===== config.mk =====
export PLATFORM = sky130hd
export DESIGN_NAME = sha256_block_compress
export DESIGN_NICKNAME = d
export VERILOG_FILES = /design/src/rtl/sha_pkg.sv /design/src/rtl/sha_wmem.sv /design/src/rtl/sha_round.sv /design/src/rtl/sha256_block_compress.sv
export SDC_FILE = /design/constraint.sdc
export NUM_CORES = 2
export LEC_CHECK = 0
export ABC_CLOCK_PERIOD_IN_PS = 9950
export BUFFER_PORTS_ARGS = -buffer_cell sky130_fd_sc_hd__buf_2
export CORE_ASPECT_RATIO = 0.75
export CORE_MARGIN = 2
export CORE_UTILIZATION = 35
export CTS_BUF_LIST = sky130_fd_sc_hd__clkbuf_8
export CTS_CLUSTER_SIZE = 16
export DETAILED_ROUTE_END_ITERATION = 10
export PLACE_DENSITY_LB_ADDON = 0.2
export REMOVE_ABC_BUFFERS = 1
export SLEW_MARGIN = 40
export SYNTH_ARGS = -nofsm -noshare
export SYNTH_HDL_FRONTEND = slang
export SYNTH_SLANG_ARGS = --single-unit

===== constraint.sdc =====
create_clock -name clk_i -period 9.95 [get_ports clk_i]
set_clock_uncertainty 0.1 [all_clocks]
set_input_delay 0.995 -clock clk_i [delete_from_list [all_inputs] [get_ports clk_i]]
set_output_delay 0.995 -clock clk_i [all_outputs]
set_load 0.005 [all_outputs]

===== src/rtl/sha_pkg.sv =====
`default_nettype none

package sha_pkg;

  // one input beat: a padded message word and its block flags
  typedef struct packed {
    logic [31:0] message_word;
    logic        start_message;
    logic        final_block;
  } in_beat_t;

  // one output beat: a digest word
  typedef struct packed {
    logic [31:0] digest_word;
    logic        digest_last;
  } out_beat_t;

  // eight 32-bit words: working variables a..h or the chained hash
  typedef logic [7:0][31:0] vars_t;

  localparam int unsigned BlockWords = 16;
  localparam int unsigned Rounds     = 64;

  // standard initial hash value
  function automatic logic [31:0] iv_word(input logic [2:0] idx);
    logic [31:0] w;
    case (idx)
      3'd0:    w = 32'h6A09E667;
      3'd1:    w = 32'hBB67AE85;
      3'd2:    w = 32'h3C6EF372;
      3'd3:    w = 32'hA54FF53A;
      3'd4:    w = 32'h510E527F;
      3'd5:    w = 32'h9B05688C;
      3'd6:    w = 32'h1F83D9AB;
      default: w = 32'h5BE0CD19;
    endcase
    return w;
  endfunction

  // round constant table
  function automatic logic [31:0] round_k(input logic [5:0] idx);
    logic [31:0] k;
    case (idx)
      6'd0:  k = 32'h428A2F98;  6'd1:  k = 32'h71374491;
      6'd2:  k = 32'hB5C0FBCF;  6'd3:  k = 32'hE9B5DBA5;
      6'd4:  k = 32'h3956C25B;  6'd5:  k = 32'h59F111F1;
      6'd6:  k = 32'h923F82A4;  6'd7:  k = 32'hAB1C5ED5;
      6'd8:  k = 32'hD807AA98;  6'd9:  k = 32'h12835B01;
      6'd10: k = 32'h243185BE;  6'd11: k = 32'h550C7DC3;
      6'd12: k = 32'h72BE5D74;  6'd13: k = 32'h80DEB1FE;
      6'd14: k = 32'h9BDC06A7;  6'd15: k = 32'hC19BF174;
      6'd16: k = 32'hE49B69C1;  6'd17: k = 32'hEFBE4786;
      6'd18: k = 32'h0FC19DC6;  6'd19: k = 32'h240CA1CC;
      6'd20: k = 32'h2DE92C6F;  6'd21: k = 32'h4A7484AA;
      6'd22: k = 32'h5CB0A9DC;  6'd23: k = 32'h76F988DA;
      6'd24: k = 32'h983E5152;  6'd25: k = 32'hA831C66D;
      6'd26: k = 32'hB00327C8;  6'd27: k = 32'hBF597FC7;
      6'd28: k = 32'hC6E00BF3;  6'd29: k = 32'hD5A79147;
      6'd30: k = 32'h06CA6351;  6'd31: k = 32'h14292967;
      6'd32: k = 32'h27B70A85;  6'd33: k = 32'h2E1B2138;
      6'd34: k = 32'h4D2C6DFC;  6'd35: k = 32'h53380D13;
      6'd36: k = 32'h650A7354;  6'd37: k = 32'h766A0ABB;
      6'd38: k = 32'h81C2C92E;  6'd39: k = 32'h92722C85;
      6'd40: k = 32'hA2BFE8A1;  6'd41: k = 32'hA81A664B;
      6'd42: k = 32'hC24B8B70;  6'd43: k = 32'hC76C51A3;
      6'd44: k = 32'hD192E819;  6'd45: k = 32'hD6990624;
      6'd46: k = 32'hF40E3585;  6'd47: k = 32'h106AA070;
      6'd48: k = 32'h19A4C116;  6'd49: k = 32'h1E376C08;
      6'd50: k = 32'h2748774C;  6'd51: k = 32'h34B0BCB5;
      6'd52: k = 32'h391C0CB3;  6'd53: k = 32'h4ED8AA4A;
      6'd54: k = 32'h5B9CCA4F;  6'd55: k = 32'h682E6FF3;
      6'd56: k = 32'h748F82EE;  6'd57: k = 32'h78A5636F;
      6'd58: k = 32'h84C87814;  6'd59: k = 32'h8CC70208;
      6'd60: k = 32'h90BEFFFA;  6'd61: k = 32'hA4506CEB;
      6'd62: k = 32'hBEF9A3F7;  default: k = 32'hC67178F2;
    endcase
    return k;
  endfunction

  function automatic logic [31:0] rotr(input logic [31:0] x, input int unsigned n);
    return (x >> n) | (x << (32 - n));
  endfunction

  // schedule sigma functions
  function automatic logic [31:0] ssig0(input logic [31:0] x);
    return rotr(x, 7) ^ rotr(x, 18) ^ (x >> 3);
  endfunction

  function automatic logic [31:0] ssig1(input logic [31:0] x);
    return rotr(x, 17) ^ rotr(x, 19) ^ (x >> 10);
  endfunction

endpackage

`default_nettype wire


===== src/rtl/sha_wmem.sv =====
`default_nettype none

module sha_wmem
  import sha_pkg::*;
(
  input  wire logic        clk_i,
  input  wire logic        we_i,
  input  wire logic [3:0]  waddr_i,
  input  wire logic [31:0] wdata_i,
  input  wire logic [3:0]  raddr_a_i,
  input  wire logic [3:0]  raddr_b_i,
  output logic      [31:0] rdata_a_o,
  output logic      [31:0] rdata_b_o
);

  logic [31:0] mem_q [BlockWords];

  // write port
  always_ff @(posedge clk_i) begin
    if (we_i) begin
      mem_q[waddr_i] <= wdata_i;
    end
  end

  // two registered read ports
  always_ff @(posedge clk_i) begin
    rdata_a_o <= mem_q[raddr_a_i];
    rdata_b_o <= mem_q[raddr_b_i];
  end

endmodule

`default_nettype wire


===== src/rtl/sha_round.sv =====
`default_nettype none

module sha_round
  import sha_pkg::*;
(
  input  wire vars_t       v_i,
  input  wire logic [31:0] wt_i,
  input  wire logic [31:0] k_i,
  output vars_t            v_o
);

  logic [31:0] big_s0, big_s1, ch, maj, t1, t2;

  // compression function for one round
  always_comb begin
    big_s1 = rotr(v_i[4], 6) ^ rotr(v_i[4], 11) ^ rotr(v_i[4], 25);
    ch     = (v_i[4] & v_i[5]) ^ (~v_i[4] & v_i[6]);
    t1     = v_i[7] + big_s1 + ch + k_i + wt_i;
    big_s0 = rotr(v_i[0], 2) ^ rotr(v_i[0], 13) ^ rotr(v_i[0], 22);
    maj    = (v_i[0] & v_i[1]) ^ (v_i[0] & v_i[2]) ^ (v_i[1] & v_i[2]);
    t2     = big_s0 + maj;
    v_o[7] = v_i[6];
    v_o[6] = v_i[5];
    v_o[5] = v_i[4];
    v_o[4] = v_i[3] + t1;
    v_o[3] = v_i[2];
    v_o[2] = v_i[1];
    v_o[1] = v_i[0];
    v_o[0] = t1 + t2;
  end

endmodule

`default_nettype wire


===== src/rtl/sha256_block_compress.sv =====
`default_nettype none
// channel   direction  payload     handshake
// in        input      in_beat_t   in_valid_i / in_stall_o
// out       output     out_beat_t  out_valid_o / out_stall_i
//
// words load at one per cycle into the schedule memory; the sixteenth starts a compression
// rounds 0..15 step through read, sum and round; rounds 16..63 add expansion (two reads of
// the dual-port schedule memory, one expansion add, one round), then a chain add per block
// a final block adds 8 digest beats, one per cycle when the output is not stalled
// in_stall_o is high from the sixteenth word until compression and digest output are done
// asynchronous reset loads the initial hash and clears the counters

module sha256_block_compress
  import sha_pkg::*;
(
  input  wire logic     clk_i,
  input  wire logic     rst_ni,
  input  wire logic     in_valid_i,
  input  wire in_beat_t in_data_i,
  output logic          in_stall_o,
  output logic          out_valid_o,
  output out_beat_t     out_data_o,
  input  wire logic     out_stall_i
);

  localparam logic [2:0] ST_LOAD = 3'd0;
  localparam logic [2:0] ST_RD   = 3'd1;
  localparam logic [2:0] ST_SUM  = 3'd2;
  localparam logic [2:0] ST_EXP  = 3'd3;
  localparam logic [2:0] ST_RND  = 3'd4;
  localparam logic [2:0] ST_ADD  = 3'd5;
  localparam logic [2:0] ST_OUT  = 3'd6;

  logic [2:0]  state_q, state_d;
  logic [3:0]  word_cnt_q;
  logic [5:0]  round_q;
  logic [2:0]  out_idx_q;
  logic        final_q;
  vars_t       chain_q, vars_q, vars_nxt;
  logic [31:0] psum_q, wt_q, wt_exp;
  logic        out_valid_q;
  out_beat_t   out_q;

  logic        in_acc, out_load;
  logic        we;
  logic [3:0]  waddr, raddr_a, raddr_b;
  logic [31:0] wdata, rdata_a, rdata_b;

  assign in_acc   = in_valid_i && !in_stall_o;
  assign out_load = (state_q == ST_OUT) && (!out_valid_q || !out_stall_i);

  assign in_stall_o  = (state_q != ST_LOAD);
  assign out_valid_o = out_valid_q;
  assign out_data_o  = out_q;

  // schedule expansion: w[i-16] + s0(w[i-15]) was summed last cycle
  assign wt_exp = psum_q + rdata_a + ssig1(rdata_b);

  // schedule memory port control
  always_comb begin
    we      = 1'b0;
    waddr   = round_q[3:0];
    wdata   = wt_exp;
    raddr_a = round_q[3:0];
    raddr_b = round_q[3:0] + 4'd1;
    case (state_q)
      ST_LOAD: begin
        we    = in_acc;
        waddr = word_cnt_q;
        wdata = in_data_i.message_word;
      end
      ST_SUM: begin
        raddr_a = round_q[3:0] + 4'd9;
        raddr_b = round_q[3:0] + 4'd14;
      end
      ST_EXP: begin
        we = 1'b1;
      end
      default: begin
      end
    endcase
  end

  sha_wmem u_wmem (
    .clk_i     (clk_i),
    .we_i      (we),
    .waddr_i   (waddr),
    .wdata_i   (wdata),
    .raddr_a_i (raddr_a),
    .raddr_b_i (raddr_b),
    .rdata_a_o (rdata_a),
    .rdata_b_o (rdata_b)
  );

  sha_round u_round (
    .v_i  (vars_q),
    .wt_i (wt_q),
    .k_i  (round_k(round_q)),
    .v_o  (vars_nxt)
  );

  // sequencer next state
  always_comb begin
    state_d = state_q;
    case (state_q)
      ST_LOAD: if (in_acc && word_cnt_q == 4'd15) state_d = ST_RD;
      ST_RD:   state_d = ST_SUM;
      ST_SUM:  state_d = (round_q[5:4] == 2'd0) ? ST_RND : ST_EXP;
      ST_EXP:  state_d = ST_RND;
      ST_RND:  state_d = (round_q == 6'd63) ? ST_ADD : ST_RD;
      ST_ADD:  state_d = final_q ? ST_OUT : ST_LOAD;
      ST_OUT:  if (out_load && out_idx_q == 3'd7) state_d = ST_LOAD;
      default: state_d = ST_LOAD;
    endcase
  end

  // control registers and chained hash
  always_ff @(posedge clk_i or negedge rst_ni) begin
    if (!rst_ni) begin
      state_q    <= ST_LOAD;
      word_cnt_q <= '0;
      round_q    <= '0;
      out_idx_q  <= '0;
      final_q    <= 1'b0;
      for (int j = 0; j < 8; j++) begin
        chain_q[j] <= iv_word(3'(j));
      end
    end else begin
      state_q <= state_d;
      if (in_acc) begin
        word_cnt_q <= word_cnt_q + 4'd1;
        if (word_cnt_q == 4'd0 && in_data_i.start_message) begin
          for (int j = 0; j < 8; j++) begin
            chain_q[j] <= iv_word(3'(j));
          end
        end
        if (word_cnt_q == 4'd15) begin
          final_q <= in_data_i.final_block;
        end
      end
      if (state_q == ST_RND) begin
        round_q <= round_q + 6'd1;
      end
      if (state_q == ST_ADD) begin
        for (int j = 0; j < 8; j++) begin
          chain_q[j] <= chain_q[j] + vars_q[j];
        end
      end
      if (out_load) begin
        out_idx_q <= out_idx_q + 3'd1;
      end
    end
  end

  // working variables and schedule word
  always_ff @(posedge clk_i) begin
    if (in_acc && word_cnt_q == 4'd15) begin
      vars_q <= chain_q;
    end else if (state_q == ST_RND) begin
      vars_q <= vars_nxt;
    end
    if (state_q == ST_SUM) begin
      wt_q   <= rdata_a;
      psum_q <= rdata_a + ssig0(rdata_b);
    end
    if (state_q == ST_EXP) begin
      wt_q <= wt_exp;
    end
  end

  // output register
  always_ff @(posedge clk_i or negedge rst_ni) begin
    if (!rst_ni) begin
      out_valid_q <= 1'b0;
    end else if (out_load) begin
      out_valid_q <= 1'b1;
    end else if (!out_stall_i) begin
      out_valid_q <= 1'b0;
    end
  end

  always_ff @(posedge clk_i) begin
    if (out_load) begin
      out_q.digest_word <= chain_q[out_idx_q];
      out_q.digest_last <= (out_idx_q == 3'd7);
    end
  end

  // the last round hands over to the chain add
  a_last_round: assert property (@(posedge clk_i) disable iff (!rst_ni)
    (state_q == ST_RND && round_q == 6'd63) |=> (state_q == ST_ADD && round_q == 6'd0))
    else $error("last round did not end the compression");

  // the sixteenth word starts round zero
  a_block_start: assert property (@(posedge clk_i) disable iff (!rst_ni)
    (in_acc && word_cnt_q == 4'd15) |=> (state_q == ST_RD && round_q == 6'd0))
    else $error("compression did not start at round zero");

  // schedule memory is written only by input beats or expansion
  a_mem_write: assert property (@(posedge clk_i) disable iff (!rst_ni)
    we |-> ((state_q == ST_LOAD && in_acc) || state_q == ST_EXP))
    else $error("unexpected schedule memory write");

  // loading the eighth digest word flags it last and reopens input
  a_digest_end: assert property (@(posedge clk_i) disable iff (!rst_ni)
    (out_load && out_idx_q == 3'd7) |=> (out_valid_q && out_q.digest_last && !in_stall_o))
    else $error("digest sequence ended wrongly");

endmodule

`default_nettype wire

==> run metrics <==
layout cells sized above 1=15.6%; Hold Path Class=in2reg; post-synth top area cell=edfxtp_1; CP Max Fanout=11; Sink Count=1,203; Arrival @ worst endpoint=10.06 ns; initial antenna violation count=14; Synth area leaders=edfxtp_1 32%, mux4_2 10%, ha_1 6.7%; Slew HR=37.7%; routed vias/inst=5.66; count of state elements after synthesis=1,203; slew of the pin with the lowest slew margin=0.926 ns; final core occ=39.2%; # H-tree levels=4; CTS Buf Count=210; Final Cycle Share=95.0%; RSZ-0062 raised after global routing=false; Root Driver=clkbuf_8; Yosys Warn Count=0; hold_ws=0.134 ns; # port buffers=72; Skew-Pair Late Insertion Delay=1.00 ns; global placer's final weighted congestion=0.969; Syn Area/Cell=10.8 um^2; Antenna Nets Post-Route=0; drt total wl=285 mm; clock-pin transition on the worst setup and hold timing paths=0.06 ns; First-pass DRT Iterations=6; Initial DRC Count=6,648; placed cell count=10,200; Max Cap Violations=0; post-synth cell types=100; most common cell in the netlist=nand2_1; fin cells=10,600; hold endpoint=final_q; CP Launch Type=register; Slew Limit Fails=0; Filler cells=21,900; pin count of the biggest net entering global routing=154; final setup fails=0; max incr delay on CP=0.49 ns; Post-synth EDFFs=865; first-pass GRT wire length=411 mm; Final HPWL DP=202 mm; critical path required time=10.56 ns; reg2reg start=round_q[1]; Core Rows=151; Area growth syn-to-layout=11.0%; CP Class=reg2reg; GRT Total Usage=24.2%; status=completed; fmax=106 MHz; Final min period=9.46 ns; beginning of the worst hold path=in_data_i[0]; CP max-delay cell=fa_1; total number of vias=60,200; die area=232,000 um^2; Worst Hold Depth=3; post-CTS setup repair buffer count=0; sequential element share of the synthesized area=42.9%; CTS tree=yes; IO Pins=73; Nets=8,084; number of global-route vias before repair=56,900; Core Area=226,000 um^2; Remaining DRCs=0; height of the die=418 um; async set-reset flop share out of synthesis=22.8%; Worst Reg-to-Reg Cells=33; fin worst setup slack=0.495 ns; Worst setup EP type=register; Cells after Synth=7,381; Die Wd=556 um; GRT overflow=0; Avg WL per Cell=26.8 um; initial core utilization=35.3%; post-synth top area share=32.5%; worst flop-to-flop path endpoint=vars_q[29]; CTS Buffer Depth=3; Hold Vio Cnt, Final=0; r2r setup slk=0.49 ns; pre-CTS setup slack=0.655 ns; synthesized area=79,900 um^2; Top FF cell, synth=edfxtp_1; top cells by count, synth=1,008 x nand2_1, 865 x edfxtp_1, 560 x a21oi_1, 500 x inv_1, 430 x ha_1
[what timing repair did]
| item | CTS | global route |
|---|---|---|
| gates resized for setup | 0 | 1 |
| hold buffers | 1 | 0 |
| endpoints found under the setup margin | 0 | 1 |
| hold endpoints to repair | 36 | 0 |
[state kept, by name (all words and copies together), names as in the netlist]
signal	cells
chain_q	256
final_q	1
out_data_o	33
out_idx_q	3
out_valid_o	1
psum_q	32
round_q	6
state_q	3
u_wmem.mem_q	512
u_wmem.rdata_a_o	32
u_wmem.rdata_b_o	32
vars_q	256
word_cnt_q	4
wt_q	32
[layout by cell type (no fill, tap or decap), drive strengths merged, types with 60 or more instances in the layout]
master,netlist,layout
dfxtp,64,64
mux2i,73,73
xor2,225,225
fa,166,166
a21oi,561,561
clkinv,2,73
a21o,200,200
dfrtp,138,138
inv,501,588
nor3,82,82
xnor2,381,381
nand2b,60,60
nand2,1008,1008
clkbuf,316,234
nand3,74,74
ha,430,430
buf,72,244
nor2,394,394
a211oi,75,75
dfstp,136,136
o21ai,446,446
mux4,359,359
edfxtp,865,865
nor2b,69,69
[stage by stage]
step | cell area, um^2 | setup TNS [ns]
floorplan | 78400 | -2805.71
global placement | 84200 | 0
detailed placement | 84400 | 0
CTS | 88700 | 0
global route | 88700 | 0
finish | 88800 | 0
[cell type report]
cell class              count  area (um^2)  share of cell area [%]
diodes                      7         17.5                  0.0197
clock buffers             234         3220                    3.63
clock inverters           167         1000                    1.13
inverters                 503         1890                    2.13
multi-input cells        5287        42600                    48.0
flip-flops and latches   1203        34300                    38.6
well taps                2983         3730                    4.21
repair buffers            245         1980                    2.23
[logic make-up (layout without fill, tap and decap cells)]
| family | after synthesis | after routing | synth area share, % |
|---|---|---|---|
| and+or+nand+nor | 1878 | 1878 | 10.2 |
| xor gates and xnor gates | 606 | 606 | 6.64 |
| other | 0 | 7 | 0 |
| adders and majority gates | 599 | 599 | 10.9 |
| AOI/OAI and AO/OA | 1728 | 1728 | 13.5 |
| muxes | 476 | 476 | 11.6 |
| DFF | 1203 | 1203 | 42.9 |
| buffers and inverters | 891 | 1149 | 4.24 |
[routing by layer]
layer	vias to the layer above	global-route usage [%]	routed length [um]
met3	276	6.00	27100
met1	30500	38.6	140000
met4	0	4.40	4490
met2	2458	32.6	113000
li1	26900	-	-
met5	-	0	0
[critical path, delay by kind of cell, from the launching register on]
family	cells	cell delay [ns]
buf+inv	3	0.48
simple gates	4	0.96
flops	1	0.37
fa+ha+maj	6	2.23
xor+xnor	2	0.44
compound gates	18	4.60
[worst max-delay path by stage]
stage / to / start / cells past startpoint
after global routing: vars_q[31] / round_q[1] / 33
after floorplan: u_wmem.rdata_b_o[0] / state_q[2] / 7
after CTS: vars_q[29] / round_q[1] / 37
final: vars_q[29] / round_q[1] / 33
after detailed placement: vars_q[29] / round_q[1] / 37
after global placement: vars_q[31] / round_q[1] / 37
Power is left out: the tool's default activity adds up to more than one toggle a clock period on the data nets, which glitch-free logic cannot reach.
